<file path="config.mk">
export PLATFORM = sky130hd
export DESIGN_NAME = nprf_controller
export DESIGN_NICKNAME = d
export VERILOG_FILES = /design/src/rtl/nprf_pkg.sv /design/src/rtl/nprf_controller.sv
export SDC_FILE = /design/constraint.sdc
export NUM_CORES = 1
export LEC_CHECK = 0
export ABC_AREA = 1
export ABC_CLOCK_PERIOD_IN_PS = 4500
export CAP_MARGIN = 30
export CELL_PAD_IN_SITES_DETAIL_PLACEMENT = 1
export CELL_PAD_IN_SITES_GLOBAL_PLACEMENT = 2
export CORE_ASPECT_RATIO = 1.5
export CORE_UTILIZATION = 35
export DETAILED_ROUTE_END_ITERATION = 10
export DONT_BUFFER_PORTS = 1
export PLACE_DENSITY = 0.8
export SETUP_SLACK_MARGIN = 0.1
export SLEW_MARGIN = 20
export SYNTH_ARGS = -nofsm -noshare
export SYNTH_HDL_FRONTEND = slang
export SYNTH_SLANG_ARGS = --single-unit
</file>
<file path="constraint.sdc">
create_clock -name clk -period 4.5 [get_ports clk]
set_clock_uncertainty 0.1 [all_clocks]
set_input_delay 0.9 -clock clk [delete_from_list [all_inputs] [get_ports clk]]
set_output_delay 0.9 -clock clk [all_outputs]
set_load 0.01 [all_outputs]
</file>
<file path="src/rtl/nprf_pkg.sv">
// Package for the Newton polynomial root finder: widths, status codes,
// controller-datapath command and status types. No dependencies.
`timescale 1ns / 1ps
package nprf_pkg;
	localparam int MAX_DEGREE = 5;
	localparam int MAX_STEPS  = 64;
	localparam int NUM_COEF   = 6;
	localparam int STEP_W     = 7;
	localparam int DEG_W      = 3;
	localparam int CFG_IDX_W  = 3;

	localparam logic [1:0] ST_CONVERGED = 2'd0;
	localparam logic [1:0] ST_BAD_BOUND = 2'd1;
	localparam logic [1:0] ST_LIMIT     = 2'd2;
	localparam logic [1:0] ST_ZERO_DER  = 2'd3;

	localparam logic [CFG_IDX_W-1:0] REG_DEGREE  = 3'd0;
	localparam logic [CFG_IDX_W-1:0] REG_EPSILON = 3'd1;
	localparam logic [CFG_IDX_W-1:0] REG_COEF0   = 3'd2;

	typedef enum logic [2:0] {
		OP_EVAL_P = 3'b001,
		OP_EVAL_D = 3'b010,
		OP_DIV    = 3'b100
	} op_t;

	typedef enum logic [1:0] {
		X_LEFT  = 2'b01,
		X_RIGHT = 2'b10
	} xsel_t;

	typedef struct packed {
		logic  start;
		op_t   op;
		xsel_t xsel;
		logic  load;
		logic  upd_left;
		logic  upd_right;
	} dp_cmd_t;

	typedef struct packed {
		logic        done;
		logic signed [31:0] value;
		logic signed [31:0] x;
		logic        below_eps;
		logic        bounds_ok;
	} dp_sts_t;

	function automatic logic signed [31:0] sat32(input logic signed [65:0] v);
		if (v > 66'sd2147483647) return 32'sh7fffffff;
		if (v < -66'sd2147483648) return 32'sh80000000;
		return v[31:0];
	endfunction
endpackage

</file>
<file path="src/rtl/nprf_controller.sv">
// Step sequencer: bound checks, per-step evaluations, result and handshake.
// Depends on nprf_pkg.
`timescale 1ns / 1ps
module nprf_controller import nprf_pkg::*; (
	input  logic clk,
	input  logic arst_n,
	input  logic in_valid,
	output logic in_stall,
	output logic out_valid,
	input  logic out_stall,
	output dp_cmd_t cmd,
	input  dp_sts_t sts,
	output logic signed [31:0] root,
	output logic [STEP_W-1:0] step_count,
	output logic [1:0] status
);
	typedef enum logic [9:0] {
		S_IDLE  = 10'b0000000001,
		S_CHKL  = 10'b0000000010,
		S_CHKR  = 10'b0000000100,
		S_PL    = 10'b0000001000,
		S_PR    = 10'b0000010000,
		S_DL    = 10'b0000100000,
		S_DR    = 10'b0001000000,
		S_DIV   = 10'b0010000000,
		S_UPD   = 10'b0100000000,
		S_OUT   = 10'b1000000000
	} state_t;

	state_t state_q;
	logic busy_q, useleft_q;
	logic [STEP_W-1:0] steps_q;

	assign in_stall = (state_q != S_IDLE);

	always_comb begin
		cmd = '0;
		cmd.op = OP_EVAL_P;
		cmd.xsel = X_LEFT;
		cmd.load = (state_q == S_IDLE) && in_valid;
		unique case (state_q)
			S_CHKL, S_PL: begin cmd.start = !busy_q; end
			S_CHKR, S_PR: begin cmd.start = !busy_q; cmd.xsel = X_RIGHT; end
			S_DL: begin cmd.start = !busy_q; cmd.op = OP_EVAL_D; end
			S_DR: begin cmd.start = !busy_q; cmd.op = OP_EVAL_D; cmd.xsel = X_RIGHT; end
			S_DIV: begin cmd.start = !busy_q; cmd.op = OP_DIV;
				cmd.xsel = useleft_q ? X_LEFT : X_RIGHT; end
			S_UPD: begin cmd.upd_left = useleft_q; cmd.upd_right = !useleft_q; end
			default: ;
		endcase
	end

	always_ff @(posedge clk or negedge arst_n) begin
		if (!arst_n) begin
			state_q    <= S_IDLE;
			busy_q     <= 1'b0;
			out_valid  <= 1'b0;
			useleft_q  <= 1'b0;
			steps_q    <= '0;
			root       <= '0;
			step_count <= '0;
			status     <= ST_CONVERGED;
		end else begin
			busy_q <= (busy_q | cmd.start) & ~sts.done;
			unique case (state_q)
				S_IDLE: if (in_valid) begin
					state_q <= S_CHKL;
					steps_q <= '0;
				end
				S_CHKL: if (sts.done) begin
					if (!sts.bounds_ok || sts.value > 0) begin
						root <= '0; step_count <= '0; status <= ST_BAD_BOUND;
						state_q <= S_OUT; out_valid <= 1'b1;
					end else state_q <= S_CHKR;
				end
				S_CHKR: if (sts.done) begin
					if (sts.value < 0) begin
						root <= '0; step_count <= '0; status <= ST_BAD_BOUND;
						state_q <= S_OUT; out_valid <= 1'b1;
					end else state_q <= S_PL;
				end
				S_PL: if (sts.done) begin
					steps_q <= steps_q + 1'b1;
					if (sts.below_eps) begin
						root <= sts.x; step_count <= steps_q + 1'b1;
						status <= ST_CONVERGED; state_q <= S_OUT; out_valid <= 1'b1;
					end else state_q <= S_PR;
				end
				S_PR: if (sts.done) begin
					if (sts.below_eps) begin
						root <= sts.x; step_count <= steps_q;
						status <= ST_CONVERGED; state_q <= S_OUT; out_valid <= 1'b1;
					end else state_q <= S_DL;
				end
				S_DL: if (sts.done) begin
					if (sts.value != 0) begin
						useleft_q <= 1'b1; state_q <= S_DIV;
					end else state_q <= S_DR;
				end
				S_DR: if (sts.done) begin
					if (sts.value != 0) begin
						useleft_q <= 1'b0; state_q <= S_DIV;
					end else begin
						root <= '0; step_count <= steps_q; status <= ST_ZERO_DER;
						state_q <= S_OUT; out_valid <= 1'b1;
					end
				end
				S_DIV: if (sts.done) state_q <= S_UPD;
				S_UPD: begin
					if (steps_q == STEP_W'(MAX_STEPS)) begin
						root <= '0; step_count <= steps_q; status <= ST_LIMIT;
						state_q <= S_OUT; out_valid <= 1'b1;
					end else state_q <= S_PL;
				end
				S_OUT: if (!out_stall) begin
					out_valid <= 1'b0; state_q <= S_IDLE;
				end
				default: state_q <= S_IDLE;
			endcase
		end
	end

	assert property (@(posedge clk) disable iff (!arst_n)
		out_valid |-> state_q == S_OUT)
		else $error("result shown outside output state");
	assert property (@(posedge clk) disable iff (!arst_n)
		out_valid && status == ST_BAD_BOUND |-> step_count == 0)
		else $error("bad bounds with nonzero steps");
	assert property (@(posedge clk) disable iff (!arst_n)
		state_q != S_IDLE |-> steps_q <= STEP_W'(MAX_STEPS))
		else $error("step counter past limit");
endmodule
</file>
Word level (Yosys, flattened, before mapping)
Cells that the tools add are included.

Memories: 0. ROM bits: 0. Latch bits: 0. Flip-flop bits (word level): 61. Input port bits: 71. Output and inout bits: 52. Bits in writable memories: 0.

Magnitude comparators: 2. Equality and inequality tests: 31. Bitwise gates (word level): 3. Muxes and demuxes: 73. Divide/modulo/power cells: 0. Add/subtract/negate cells: 1. Multipliers: 0. Shift-type cells: 0. Reduce and logical (&&, ||, !) cells: 21.

Operators with widths (count): $mux 32 (9); $pmux 32 s5 (1); $mux 10 (15); $pmux 10 s10 (1); $mux 7 (13); $pmux 7 s6 (1); $ne 2x2->1 const B (17); $gt 32x1->1 const B (1); $lt 32x1->1 const B (1); $reduce_bool 32->1 (1); $mux 2 (11); $mux 1 (15); $pmux 7 s2 (1); $reduce_and 12->1 (1); $reduce_bool 6->1 (2); $reduce_and 11->1 (1); $eq 10x1->1 const B (1); $eq 10x10->1 const B (1); $eq 10x2->1 const B (1); $eq 10x3->1 const B (1); $eq 10x4->1 const B (1); $eq 10x5->1 const B (1); $eq 10x6->1 const B (1); $eq 10x7->1 const B (1); other kinds (27) (32).

Longest topological paths before layout
Word-level depth: 5. Depth in mapped cells: 14. Gate-level depth less buffers: 13.

Least setup slack after synthesis
OpenSTA, ideal clock, no wires.

Kind: register to output. Start: register state_q[9]. End: output port cmd[3] (netlist name). Stages on the path, launching flop included: 7. Setup slack: 2.077 ns. Arrival time: 1.423 ns. Required time: 3.500 ns. Path through: dfrtp_1 > nor2_4 > nand2_1 > nor2_1 > nand3_1 > o2111ai_1 > inv_1.

RTL lines: from (decl) (line nprf_controller.sv:30) `state_t state_q;`; from (signal assigned) (line nprf_controller.sv:55) `state_q <= S_IDLE;`; from (signal assigned) (line nprf_controller.sv:67) `state_q <= S_CHKL;`; from (signal assigned) (line nprf_controller.sv:73) `state_q <= S_OUT; out_valid <= 1'b1;`; to (decl) (line nprf_controller.sv:11) `output dp_cmd_t cmd,`.

==> flow_summary.json <==
{
  "htreeDepth": 3,
  "cts_tree": "built",
  "place_area_um2": 3720,
  "maxCapViolCount": 0,
  "hold_class": "primary input to asynchronous set/reset pin",
  "rr_startpoint": "state_q[0]$_DFFE_PN1P_",
  "cts_hold_buf": 0,
  "critPathSlowestCell": "dfrtp_1",
  "synth_edf_count": 0,
  "post-route-util": 0.399,
  "grt_pass1_wl_mm": 17.4,
  "overflow": 0,
  "antenna_left": 0,
  "antenna_found_initial": 0,
  "wl_per_cell_um": 16.2,
  "start_util": 0.360,
  "grt_max_degree": 62,
  "clock_latency_ns": 0.34,
  "syn_avg_cell_area_um2": 6.75,
  "multi_input_area_um2": 1720,
  "portBuffers": 0,
  "path_clk_slew_ns": 0.06,
  "drt-total-wl_mm": 10.7,
  "cp_max_fo": 9,
  "drive_gt1_frac": 0.0792,
  "synth_ff_type": "dfrtp_1",
  "fin_crit_sh": 0.696,
  "dieWidth_um": 85.4,
  "place_hpwl_mm": 7.93,
  "crit_path_max_incr_delay_ns": 0.43,
  "pre_cts_slack_ns": 1.38,
  "crit_family": "simple AND/OR/NAND/NOR gates",
  "rsz0062_at_grt": "false",
  "slew-limit-headroom": 0.510,
  "period_needed_ns": 3.13,
  "worstPathArrival_ns": 2.13,
  "synth_top_area_frac": 0.411,
  "final.fill_count": 1323,
  "numClockSinks": 61,
  "synthTopCellsByArea": "dfrtp_1 41%, nand2_1 17%, nand3_1 8.9%",
  "seq_area_frac_synth": 0.419,
  "design_area_um2": 4040,
  "core_region_area_um2": 10100,
  "p_leak_nw": 2.30,
  "maxSlewViolCount": 0,
  "ir_drop_uv": 248,
  "drc_errors": 0,
  "crit_type": "flip-flop to primary output",
  "r2r_setup_slack_ns": 1.63,
  "synth_area_leader_cell": "dfrtp_1",
  "critical_path_required_ns": 3.50,
  "grt_usage": 0.209,
  "grt_pass1_vias": 3476,
  "routabilityCongestion": 0.814,
  "rr_worst_depth": 11,
  "ys_ff_latch": 61,
  "clockRootBuffer": "clkbuf_16",
  "fin_setup_tns_ns": 0,
  "placed_cells": 644,
  "critPathBufInv": 1,
  "powerDensity_nw_per_um2": 453,
  "cp_cell_sequence": "nor2_4, nand2_1, nor2_1, nand3_1, o2111ai_1, inv_1",
  "fp-row-count": 45,
  "regArea_um2": 1530,
  "vias": 3435,
  "synth-async-reset-ratio": 1.00,
  "synth_nets": 614,
  "outcome": "finished, final reports clean",
  "timing.final.ws_setup_ns": 1.37,
  "die-area_um2": 10800,
  "syn_to_final_growth_pct": 10.8,
  "cp-start-kind": "flip-flop",
  "fin_cells": 660,
  "endpoint_kind": "primary output",
  "max_freq_mhz": 319,
  "diodes": 0,
  "num_io_pins": 123,
  "synthTopCellsByCount": "169 x nand2_1, 85 x nor2_1, 71 x inv_1",
  "drt-initial-drc-count": 63,
  "hold_ws_ns": 0.159,
  "routed_via_density": 5.20,
  "netlist_area_um2": 3650,
  "rr_endpoint": "root[26]$_DFFE_PN0P_",
  "yosysMostFrequentCell": "nand2_1",
  "synth_cell_types": 28,
  "yosys_warnings": 0,
  "cts_buffer_depth": 2,
  "cts_setup_buffers": 0,
  "dieHeight_um": 127,
  "p_total_mw": 1.83,
  "setup_viol": 0,
  "cts_made_buffers": 9,
  "dr.pass1.iters": 4,
  "synthCells": 541,
  "final-hold-violation-count": 0,
  "worst_pin_slew_ns": 0.734,
  "ctsResizeCount": 0,
  "final_nets": 611
}
-- power by group --
group	leakage, nW	internal, mW	switching, mW
registers	0.838	0.578	0.0367
clock network	0.152	0.486	0.269
logic	1.31	0.112	0.348
-- layout by cell type, fill, tap and decap left out, types with 5 or more instances in the layout --
cell,count
nand2_2,7
nor2_2,5
inv_2,5
nand3_1,65
nand2_1,169
dfrtp_1,60
inv_1,71
clkbuf_16,9
nand4_1,8
nor2_1,85
o21ai_0,25
-- cells by family (layout without fill, tap and decap cells) --
group,count (synthesis),after routing,share of synthesized area
AOI/OAI and AO/OA,33,33,0.0483
DFF,61,61,0.419
buffers and inverters,93,95,0.110
and+or+nand+nor,352,352,0.417
adders and majority gates,2,2,0.00686
-- final cells by class --
| cell class | instances | area share |
|---|---|---|
| well taps | 117 | 0.0362 |
| repair buffers | 2 | 0.00867 |
| multi-input cells | 387 | 0.426 |
| inverters | 77 | 0.0715 |
| clock inverters | 7 | 0.0241 |
| flip-flops and latches | 61 | 0.378 |
| clock buffers | 9 | 0.0557 |
-- state kept, by name, summed over array words and instances (netlist names) --
register    cells
useleft_q       1
steps_q         7
state_q        10
step_count      7
status          2
out_valid       1
root           32
busy_q          1
-- per-layer routing --
layer	up-vias	wire, um	global-route usage
met5	-	0	0
met4	0	353	0.111
met3	21	548	0.0575
met2	93	5560	0.360
met1	1649	4260	0.234
li1	1672	-	-
-- how the worst max path moves through the flow --
stage | startpoint | to | slack (ns) | cells past startpoint
finish | state_q[9]$_DFFE_PN0P_ | cmd[3] | 1.37 | 6
global route | state_q[9]$_DFFE_PN0P_ | cmd[3] | 1.21 | 6
CTS | state_q[9]$_DFFE_PN0P_ | cmd[3] | 1.31 | 6
detailed placement | sts[39] | root[1]$_DFFE_PN0P_ | 1.38 | 10
global placement | sts[66] | step_count[2]$_DFFE_PN0P_ | 1.40 | 7
floorplan | state_q[9]$_DFFE_PN0P_ | cmd[3] | 2.08 | 6
-- worst reg2reg max path: cells and delay by family, from the launching register on --
family / cells / cell delay (ns)
compound gates: 1 / 0.21
flops: 1 / 0.56
simple gates: 9 / 1.36
buf+inv: 1 / 0.54
Note: power is estimated with default switching activity, not from simulation.
