==> config.mk <==
export PLATFORM = sky130hd
export DESIGN_NAME = nprf_datapath
export DESIGN_NICKNAME = d
export VERILOG_FILES = /design/src/rtl/nprf_pkg.sv /design/src/rtl/nprf_datapath.sv
export SDC_FILE = /design/constraint.sdc
export NUM_CORES = 2
export LEC_CHECK = 0
export BUFFER_PORTS_ARGS = -buffer_cell sky130_fd_sc_hd__buf_2
export CORE_ASPECT_RATIO = 1.75
export CORE_MARGIN = 1
export CORE_UTILIZATION = 55
export CTS_BUF_LIST = sky130_fd_sc_hd__clkbuf_8
export DETAILED_ROUTE_END_ITERATION = 8
export GPL_ROUTABILITY_DRIVEN = 0
export PLACE_DENSITY = 0.72
export SETUP_SLACK_MARGIN = 0.05
export SLEW_MARGIN = 40
export SYNTH_ARGS = -nofsm -noshare
export SYNTH_HDL_FRONTEND = slang
export SYNTH_SLANG_ARGS = --single-unit
==> constraint.sdc <==
create_clock -name clk -period 23.9 [get_ports clk]
set_input_delay 4.78 -clock clk [delete_from_list [all_inputs] [get_ports clk]]
set_output_delay 4.78 -clock clk [all_outputs]
set_load 0.03 [all_outputs]
==> src/rtl/nprf_pkg.sv <==
// Package for the Newton polynomial root finder: widths, status codes,
// controller-datapath command and status types. No dependencies.
`timescale 1ns / 1ps
package nprf_pkg;
	localparam int MAX_DEGREE = 5;
	localparam int MAX_STEPS  = 64;
	localparam int NUM_COEF   = 6;
	localparam int STEP_W     = 7;
	localparam int DEG_W      = 3;
	localparam int CFG_IDX_W  = 3;

	localparam logic [1:0] ST_CONVERGED = 2'd0;
	localparam logic [1:0] ST_BAD_BOUND = 2'd1;
	localparam logic [1:0] ST_LIMIT     = 2'd2;
	localparam logic [1:0] ST_ZERO_DER  = 2'd3;

	localparam logic [CFG_IDX_W-1:0] REG_DEGREE  = 3'd0;
	localparam logic [CFG_IDX_W-1:0] REG_EPSILON = 3'd1;
	localparam logic [CFG_IDX_W-1:0] REG_COEF0   = 3'd2;

	typedef enum logic [2:0] {
		OP_EVAL_P = 3'b001,
		OP_EVAL_D = 3'b010,
		OP_DIV    = 3'b100
	} op_t;

	typedef enum logic [1:0] {
		X_LEFT  = 2'b01,
		X_RIGHT = 2'b10
	} xsel_t;

	typedef struct packed {
		logic  start;
		op_t   op;
		xsel_t xsel;
		logic  load;
		logic  upd_left;
		logic  upd_right;
	} dp_cmd_t;

	typedef struct packed {
		logic        done;
		logic signed [31:0] value;
		logic signed [31:0] x;
		logic        below_eps;
		logic        bounds_ok;
	} dp_sts_t;

	function automatic logic signed [31:0] sat32(input logic signed [65:0] v);
		if (v > 66'sd2147483647) return 32'sh7fffffff;
		if (v < -66'sd2147483648) return 32'sh80000000;
		return v[31:0];
	endfunction
endpackage

==> src/rtl/nprf_datapath.sv <==
// Datapath: bounds, Horner evaluator on one multiplier, bit-serial divider.
// Depends on nprf_pkg.
`timescale 1ns / 1ps
module nprf_datapath import nprf_pkg::*; (
	input  logic clk,
	input  logic arst_n,
	input  logic [DEG_W-1:0] deg_eff,
	input  logic [30:0] epsilon,
	input  logic signed [31:0] coef [NUM_COEF],
	input  logic signed [31:0] left_in,
	input  logic signed [31:0] right_in,
	input  dp_cmd_t cmd,
	output dp_sts_t sts
);
	typedef enum logic [3:0] {
		U_IDLE = 4'b0001,
		U_MUL  = 4'b0010,
		U_ADD  = 4'b0100,
		U_DIV  = 4'b1000
	} ust_t;

	ust_t ust_q;
	logic signed [31:0] left_q, right_q, x_q, acc_q, pl_q, pr_q, den_q;
	logic signed [63:0] prod_q;
	logic [DEG_W-1:0] idx_q;
	logic der_q, neg_q, done_q;
	logic [5:0] dcnt_q;
	logic [47:0] dvd_q, quo_q;
	logic [31:0] rem_q, dmag_q;

	logic [DEG_W-1:0] tidx;
	logic signed [31:0] cterm, qmul_r, quot, num;
	logic [32:0] trial;
	logic done_set;

	function automatic logic [31:0] mag32(input logic signed [31:0] v);
		return v[31] ? 32'(33'd0 - {1'b1, v}) : $unsigned(v);
	endfunction

	function automatic logic signed [31:0] dcoef(input logic [DEG_W-1:0] i,
			input logic signed [31:0] c [NUM_COEF]);
		logic signed [31:0] cv;
		logic signed [65:0] k;
		if (i < DEG_W'(MAX_DEGREE)) cv = c[i + DEG_W'(1)];
		else cv = '0;
		k = 66'(i) + 66'sd1;
		return sat32(66'(cv) * k);
	endfunction

	always_comb begin
		tidx = idx_q - DEG_W'(1);
		if (der_q) cterm = dcoef(tidx, coef);
		else if (tidx < DEG_W'(NUM_COEF)) cterm = coef[tidx];
		else cterm = '0;
		qmul_r = sat32(66'(prod_q >>> 16));
		num = (cmd.xsel == X_LEFT) ? pl_q : pr_q;
		trial = {rem_q, dvd_q[47]};
		quot = sat32(neg_q ? 66'd0 - 66'(quo_q) : 66'(quo_q));
		done_set = (ust_q == U_IDLE && cmd.start && cmd.op == OP_EVAL_D &&
				deg_eff == DEG_W'(1)) ||
			(ust_q == U_ADD && idx_q == DEG_W'(1)) ||
			(ust_q == U_DIV && dcnt_q == 6'd1);
	end

	always_ff @(posedge clk or negedge arst_n) begin
		if (!arst_n) begin
			ust_q   <= U_IDLE;
			done_q  <= 1'b0;
			left_q  <= '0;
			right_q <= '0;
			x_q     <= '0;
			acc_q   <= '0;
			pl_q    <= '0;
			pr_q    <= '0;
			den_q   <= '0;
			prod_q  <= '0;
			idx_q   <= '0;
			der_q   <= 1'b0;
			neg_q   <= 1'b0;
			dcnt_q  <= '0;
			dvd_q   <= '0;
			quo_q   <= '0;
			rem_q   <= '0;
			dmag_q  <= '0;
		end else begin
			done_q <= done_set;
			if (cmd.load) begin
				left_q  <= left_in;
				right_q <= right_in;
			end else if (cmd.upd_left) begin
				left_q <= sat32(66'(left_q) - 66'(quot));
			end else if (cmd.upd_right) begin
				right_q <= sat32(66'(right_q) - 66'(quot));
			end
			if (done_q && cmd.op == OP_EVAL_P) begin
				if (cmd.xsel == X_LEFT) pl_q <= acc_q;
				else pr_q <= acc_q;
			end else if (done_q && cmd.op == OP_EVAL_D) begin
				den_q <= acc_q;
			end
			unique case (ust_q)
				U_IDLE: if (cmd.start) begin
					x_q <= (cmd.xsel == X_LEFT) ? left_q : right_q;
					if (cmd.op == OP_DIV) begin
						dvd_q  <= {mag32(num), 16'd0};
						dmag_q <= mag32(den_q);
						neg_q  <= num[31] ^ den_q[31];
						rem_q  <= '0;
						quo_q  <= '0;
						dcnt_q <= 6'd48;
						ust_q  <= U_DIV;
					end else if (cmd.op == OP_EVAL_D) begin
						der_q <= 1'b1;
						idx_q <= deg_eff - DEG_W'(1);
						acc_q <= dcoef(deg_eff - DEG_W'(1), coef);
						ust_q <= (deg_eff == DEG_W'(1)) ? U_IDLE : U_MUL;
					end else begin
						der_q <= 1'b0;
						idx_q <= deg_eff;
						acc_q <= coef[deg_eff];
						ust_q <= U_MUL;
					end
				end
				U_MUL: begin
					prod_q <= 64'(acc_q) * 64'(x_q);
					ust_q  <= U_ADD;
				end
				U_ADD: begin
					acc_q <= sat32(66'(qmul_r) + 66'(cterm));
					idx_q <= tidx;
					ust_q <= (idx_q == DEG_W'(1)) ? U_IDLE : U_MUL;
				end
				U_DIV: begin
					dvd_q  <= {dvd_q[46:0], 1'b0};
					dcnt_q <= dcnt_q - 6'd1;
					if (trial >= {1'b0, dmag_q}) begin
						rem_q <= 32'(trial - {1'b0, dmag_q});
						quo_q <= {quo_q[46:0], 1'b1};
					end else begin
						rem_q <= trial[31:0];
						quo_q <= {quo_q[46:0], 1'b0};
					end
					if (dcnt_q == 6'd1) ust_q <= U_IDLE;
				end
				default: ust_q <= U_IDLE;
			endcase
		end
	end

	assign sts.done      = done_q;
	assign sts.value     = acc_q;
	assign sts.x         = x_q;
	assign sts.below_eps = {1'b0, mag32(acc_q)} < {2'b0, epsilon};
	assign sts.bounds_ok = left_q < right_q;
endmodule

# --- Word-level counts from Yosys, hierarchy flattened ---
# Cells that the tools add are included.
classes:
  add_sub_neg: 15
  n_mul: 3
  magnitude_cmp: 24
  n_eq_ne: 16
  mux: 133
  bitwise_logic: 8
  reduce_logical: 23
ops:
  columns: ["operator", "count"]
  rows:
  - ["$mux 32", 61]
  - ["$bmux 32 s3", 4]
  - ["$mux 48", 4]
  - ["$pmux 48 s2", 2]
  - ["$pmux 32 s2", 2]
  - ["$gt 33x32->1 const B", 3]
  - ["$lt 33x32->1 const B", 3]
  - ["$sub 1x32->32 const A", 3]
  - ["$gt 37x32->1 const B", 2]
  - ["$lt 37x32->1 const B", 2]
  - ["$mul 32x5->37", 2]
  - ["$gt 66x32->1 const B", 1]
  - ["$lt 66x32->1 const B", 1]
  - ["$mux 66", 1]
  - ["$sub 32x32->33", 2]
  - ["$mul 32x32->64", 1]
  - ["$sub 1x48->49 const A", 1]
  - ["$gt 48x32->1 const B", 1]
  - ["$lt 48x32->1 const B", 1]
  - ["$mux 1", 45]
  - ["$add 32x32->33", 1]
  - ["$ge 33x32->1", 1]
  - ["$lt 32x31->1", 1]
  - ["$lt 32x32->1", 1]
  - ["other kinds (33)", 76]
totals:
  reg_bits: 464
  in_bits: 301
  output_inout_bits: 67
  elab_cells: 240

# --- Depth between registers and ports, before layout ---
logic_depth:
  depth_word: 29
  ltp_mapped: 45
  mapped_depth_nobuf: 35

# --- Worst setup path before layout ---
# No wires, ideal clock.
synth_timing:
  path_type: "in2reg"
  start: "in deg_eff[0]"
  end: "reg acc_q[16]"
  arrival_time_ns: 12.843
  path_slack_ns: 10.961
  cell_stages: 31
  path_buffers: 10
  cell_sequence: "clkbuf_1 > clkbuf_1 > clkbuf_1 > clkbuf_1 > buf_1 > inv_1 > ha_1 > clkbuf_1 > and2_1 > clkbuf_1 > o21ai_0 > clkbuf_1 > nor2_1 > ha_1 > inv_1 > fa_1 > fa_1 > inv_1 > ha_1 > o211ai_1 > o211ai_1 > a41oi_1 > o31ai_1 > or2_2 > o311ai_0 > a2111oi_0 > a22oi_1 > clkbuf_1 > clkbuf_1 > a211oi_1 > o31ai_1"
synth_between:
  elab_chain_len: 25
  elab_cells_between_ends: 38
synth_lines:
  columns: ["item", "line_no", "rtl"]
  rows:
  - ["from (decl)", "nprf_datapath.sv:7", "input logic [DEG_W-1:0] deg_eff,"]
  - ["$sub 3x1->3", "nprf_datapath.sv:115", "acc_q <= dcoef(deg_eff - DEG_W'(1), coef);"]
  - ["$add 3x1->3", "nprf_datapath.sv:44", "if (i < DEG_W'(MAX_DEGREE)) cv = c[i + DEG_W'(1)];"]
  - ["$not 3->4 (not written as such)", "nprf_datapath.sv:44", null]
  - ["$bmux 32 s3", "nprf_datapath.sv:44", null]
  - ["$mux 32 (not written as such) (2 in series)", "nprf_datapath.sv:44", null]
  - ["$mux 32", "nprf_datapath.sv:44", null]
  - ["$mux 32", "nprf_datapath.sv:112", "end else if (cmd.op == OP_EVAL_D) begin"]
  - ["$mux 32", "nprf_datapath.sv:104", "if (cmd.op == OP_DIV) begin"]
  - ["[8 not listed]", null, null]
  - ["$mux 1", "nprf_datapath.sv:102", "U_IDLE: if (cmd.start) begin"]
  - ["$mux 1", "nprf_datapath.sv:101", "unique case (ust_q)"]
  - ["$mux 32", "nprf_pkg.sv:52", "return v[31:0];"]
  - ["$mux 32", "nprf_pkg.sv:51", "if (v < -66'sd2147483648) return 32'sh80000000;"]
  - ["$mux 32 *", "nprf_datapath.sv:112", null]
  - ["$mux 32 *", "nprf_datapath.sv:104", null]
  - ["$mux 32 *", "nprf_datapath.sv:102", null]
  - ["$pmux 32 s2 *", "nprf_datapath.sv:101", null]
  - ["to (signal assigned)", "nprf_datapath.sv:115", null]
  - ["to (signal assigned)", "nprf_datapath.sv:120", "acc_q <= coef[deg_eff];"]
  - ["to (signal assigned)", "nprf_datapath.sv:129", "acc_q <= sat32(66'(qmul_r) + 66'(cterm));"]
  - ["to (decl)", "nprf_datapath.sv:23", "logic signed [31:0] left_q, right_q, x_q, acc_q, pl_q, pr_q, den_q;"]
# Mark *: on every way between the ends. The rest lies on a longest branch, timed or not. The select of a mux whose other input is x is not followed.
# A chain may end at the register's enable or synchronous reset.

# --- Worst setup path in the final report ---
layout_timing:
  start: "in coef[5] (netlist name)"
  end: "reg acc_q[18]"
layout_between:
  elab_chain_len: 22
  elab_cells_between_ends: 61
layout_lines:
  columns: ["item", "line_no", "rtl"]
  rows:
  - ["from (decl)", "nprf_datapath.sv:9", "input logic signed [31:0] coef [NUM_COEF],"]
  - ["branches (longest 21 deep; another with $mul 32x5->37)", null, null]
  - ["$pmux 32 s2 *", "nprf_datapath.sv:101", null]
# Mark *: on every way between the ends. The select of a mux whose other input is x is not followed.

==> results_dict.tcl <==
set metrics [dict create \
    cap_violations 0 \
    use_met3 0.141 \
    grt_pass1_vias 76448 \
    rr_endpoint "acc_q[18]$_DFFE_PN0P_" \
    min_to "dmag_q[30]$_DFFE_PN0P_" \
    slowest_delay_ps 620 \
    first_iter_violations 7566 \
    crit_required_ps 24610 \
    finalWorstSetupSlack_ps 10070 \
    cp-start-kind "input pin" \
    critical_path.endpoint_type "register" \
    die_area_mm2 0.150 \
    post-route-util 0.596 \
    cp_num_buf_inv 3 \
    vias 73686 \
    synth_top_area_cell "fa_1" \
    worstMarginPinSlew_ps 1040 \
    antenna_found_initial 53 \
    crit_family "compound AO/OA/AOI/OAI gates" \
    ys_ff_latch 432 \
    yosysWarnings 0 \
    worstSetupStartpoint "coef[5]" \
    cp_data_arrival_time_ps 14550 \
    clock_sinks 432 \
    core_area_mm2 0.147 \
    ff2ff_setup_slack_ps 11280 \
    grt_pass1_wl_um 454000 \
    rsz0062_at_grt "no" \
    min_from "dmag_q[30]$_DFFE_PN0P_" \
    met2_usage 0.632 \
    n_fill_cell 13061 \
    regArea_mm2 0.0109 \
    overflow 0 \
    whs_path_depth 2 \
    drt-pass1-iter-count 9 \
    synth.distinct_cells 94 \
    cp_max_fo 30 \
    clk_latency_ps 830 \
    syn2layout_area_growth_pct 7.16 \
    pre_cts_ws_ps 9480 \
    htree_levels 3 \
    grt-busiest-layer "met2" \
    slew_viol_final 0 \
    vias_per_cell 6.28 \
    start_util 0.556 \
    status "finished, violations left" \
    clock_path_buffers 3 \
    cts.reportedPaths.clkPinSlew_ps 60 \
    path_class "input pin to register" \
    rows 186 \
    final_nets 11698 \
    synth_ff_type "dfrtp_1" \
    grt_max_degree 102 \
    chipHeight_um 512 \
    netlist_instances 9550 \
    cts_hold_buf 0 \
    synth_top_area_share 0.298 \
    ios 368 \
    worstReg2RegStart "idx_q[0]$_DFFE_PN0P_" \
    drive_gt1_frac 0.104 \
    hpwl_um 220000 \
    avgSynthCellArea_um2 8.56 \
    cts_buffers 72 \
    multi_input_area_mm2 0.0635 \
    post-cts-setup-buffer-count 0 \
    yosys-top-cells-count "inv_1, nand2_1, fa_1" \
    seq_area_frac_synth 0.132 \
    fmax_mhz 72.3 \
    skew_ps 57.0 \
    fp.dieW_um 293 \
    io_buffers 367 \
    synthMostInstantiatedCell "inv_1" \
    tritoncts "built" \
    violations "DRC" \
    finalCritPeriodShare 0.579 \
    final-setup-viol-count 0 \
    fin_setup_tns_ps 0 \
    hold_class "register to register" \
    syn_area_mm2 0.0817 \
    async_reset_ff_frac 1.00 \
    fin_crit_ps 13830 \
    post_cts_resize_count 0 \
    remaining_drc_errors 4 \
    slowest_stage "mux2i_4" \
    synth-edff-count 0 \
    synthTopCellsByArea "fa_1, dfrtp_1, ha_1, inv_1, nand2_1" \
    post_drt_wl_per_cell_um 25.2 \
    drtAntennaViolNets 0 \
    grt_usage 0.402 \
    wl_um 295000 \
    slew_headroom 0.299 \
    hold_viol_final 0 \
    cts_root_buf "clkbuf_8" \
    reg2regPathDepth 39 \
    grtUsageMet1 0.422 \
]
==> worst register-to-register path, delay by kind of cell, from the launching register on <==
family / cells / cell delay, ps
compound gates: 18 / 4730
fa+ha+maj: 6 / 2820
buf+inv: 8 / 2160
simple gates: 6 / 1680
flops: 1 / 800
xor+xnor: 1 / 310
==> cells by family (layout without fill, tap and decap cells) <==
family,Yosys count,after routing,synth area share
DFF,432,432,0.132
buffers and inverters,2163,2265,0.0999
xor gates and xnor gates,365,365,0.0391
adders and majority gates,1739,1739,0.378
muxes,368,368,0.0618
AOI/OAI and AO/OA,1719,1719,0.134
other,2,108,0.0000919
and+or+nand+nor,2762,2762,0.155
==> routing by layer <==
metal	vias to the layer above	part of all wire
met5	-	0.00051
met4	20	0.11
met3	1766	0.12
met2	4819	0.46
met1	35975	0.31
li1	31106	-
==> flip-flops by register name, indices dropped and copies added (netlist names) <==
signal and flops:
prod_q 48, quo_q 48, acc_q 32, den_q 32, dmag_q 32, dvd_q 32
left_q 32, pl_q 32, pr_q 32, rem_q 32, right_q 32, x_q 32
dcnt_q 6, ust_q 4, idx_q 3, der_q 1, done_q 1, neg_q 1
==> layout make-up <==
type                    instances  share of cell area
repair buffers                529              0.0362
diodes                         42             0.00120
flip-flops and latches        432               0.124
well taps                    1974              0.0282
multi-input cells            7019               0.725
inverters                    1605              0.0688
clock buffers                  90              0.0141
clock inverters                41             0.00299
==> worst max path at each step <==
stage / endpoint / slack [ps] / cells after the start
floorplan: acc_q[16]$_DFFE_PN0P_ / 10960 / 31
global placement: acc_q[18]$_DFFE_PN0P_ / 9180 / 32
detailed placement: acc_q[18]$_DFFE_PN0P_ / 9480 / 32
CTS: acc_q[18]$_DFFE_PN0P_ / 10280 / 32
global route: acc_q[18]$_DFFE_PN0P_ / 9480 / 31
finish: acc_q[18]$_DFFE_PN0P_ / 10070 / 31
==> layout by cell type (no fill, tap or decap), types with 151 or more instances in the layout <==
cell,instances
xor2_1,151
mux2i_1,153
dfrtp_1,396
and2_1,276
o21ai_0,421
buf_2,371
nand2_1,1467
fa_1,1214
nor2_1,317
xnor2_1,213
inv_1,1625
a21oi_1,459
ha_1,521
==> stage by stage <==
step           hold slack, ps  cell area [um^2]  std cells
6_report                  477             87600      11732
5_1_grt                   501             87500      11707
4_1_cts                   483             87300      11682
3_5_place_dp              470             85800      11551
3_3_place_gp              461             85500      11540
2_1_floorplan             448             82000       9614
Power is left out: the tool's default activity adds up to more than one toggle a clock period on the data nets, which glitch-free logic cannot reach.
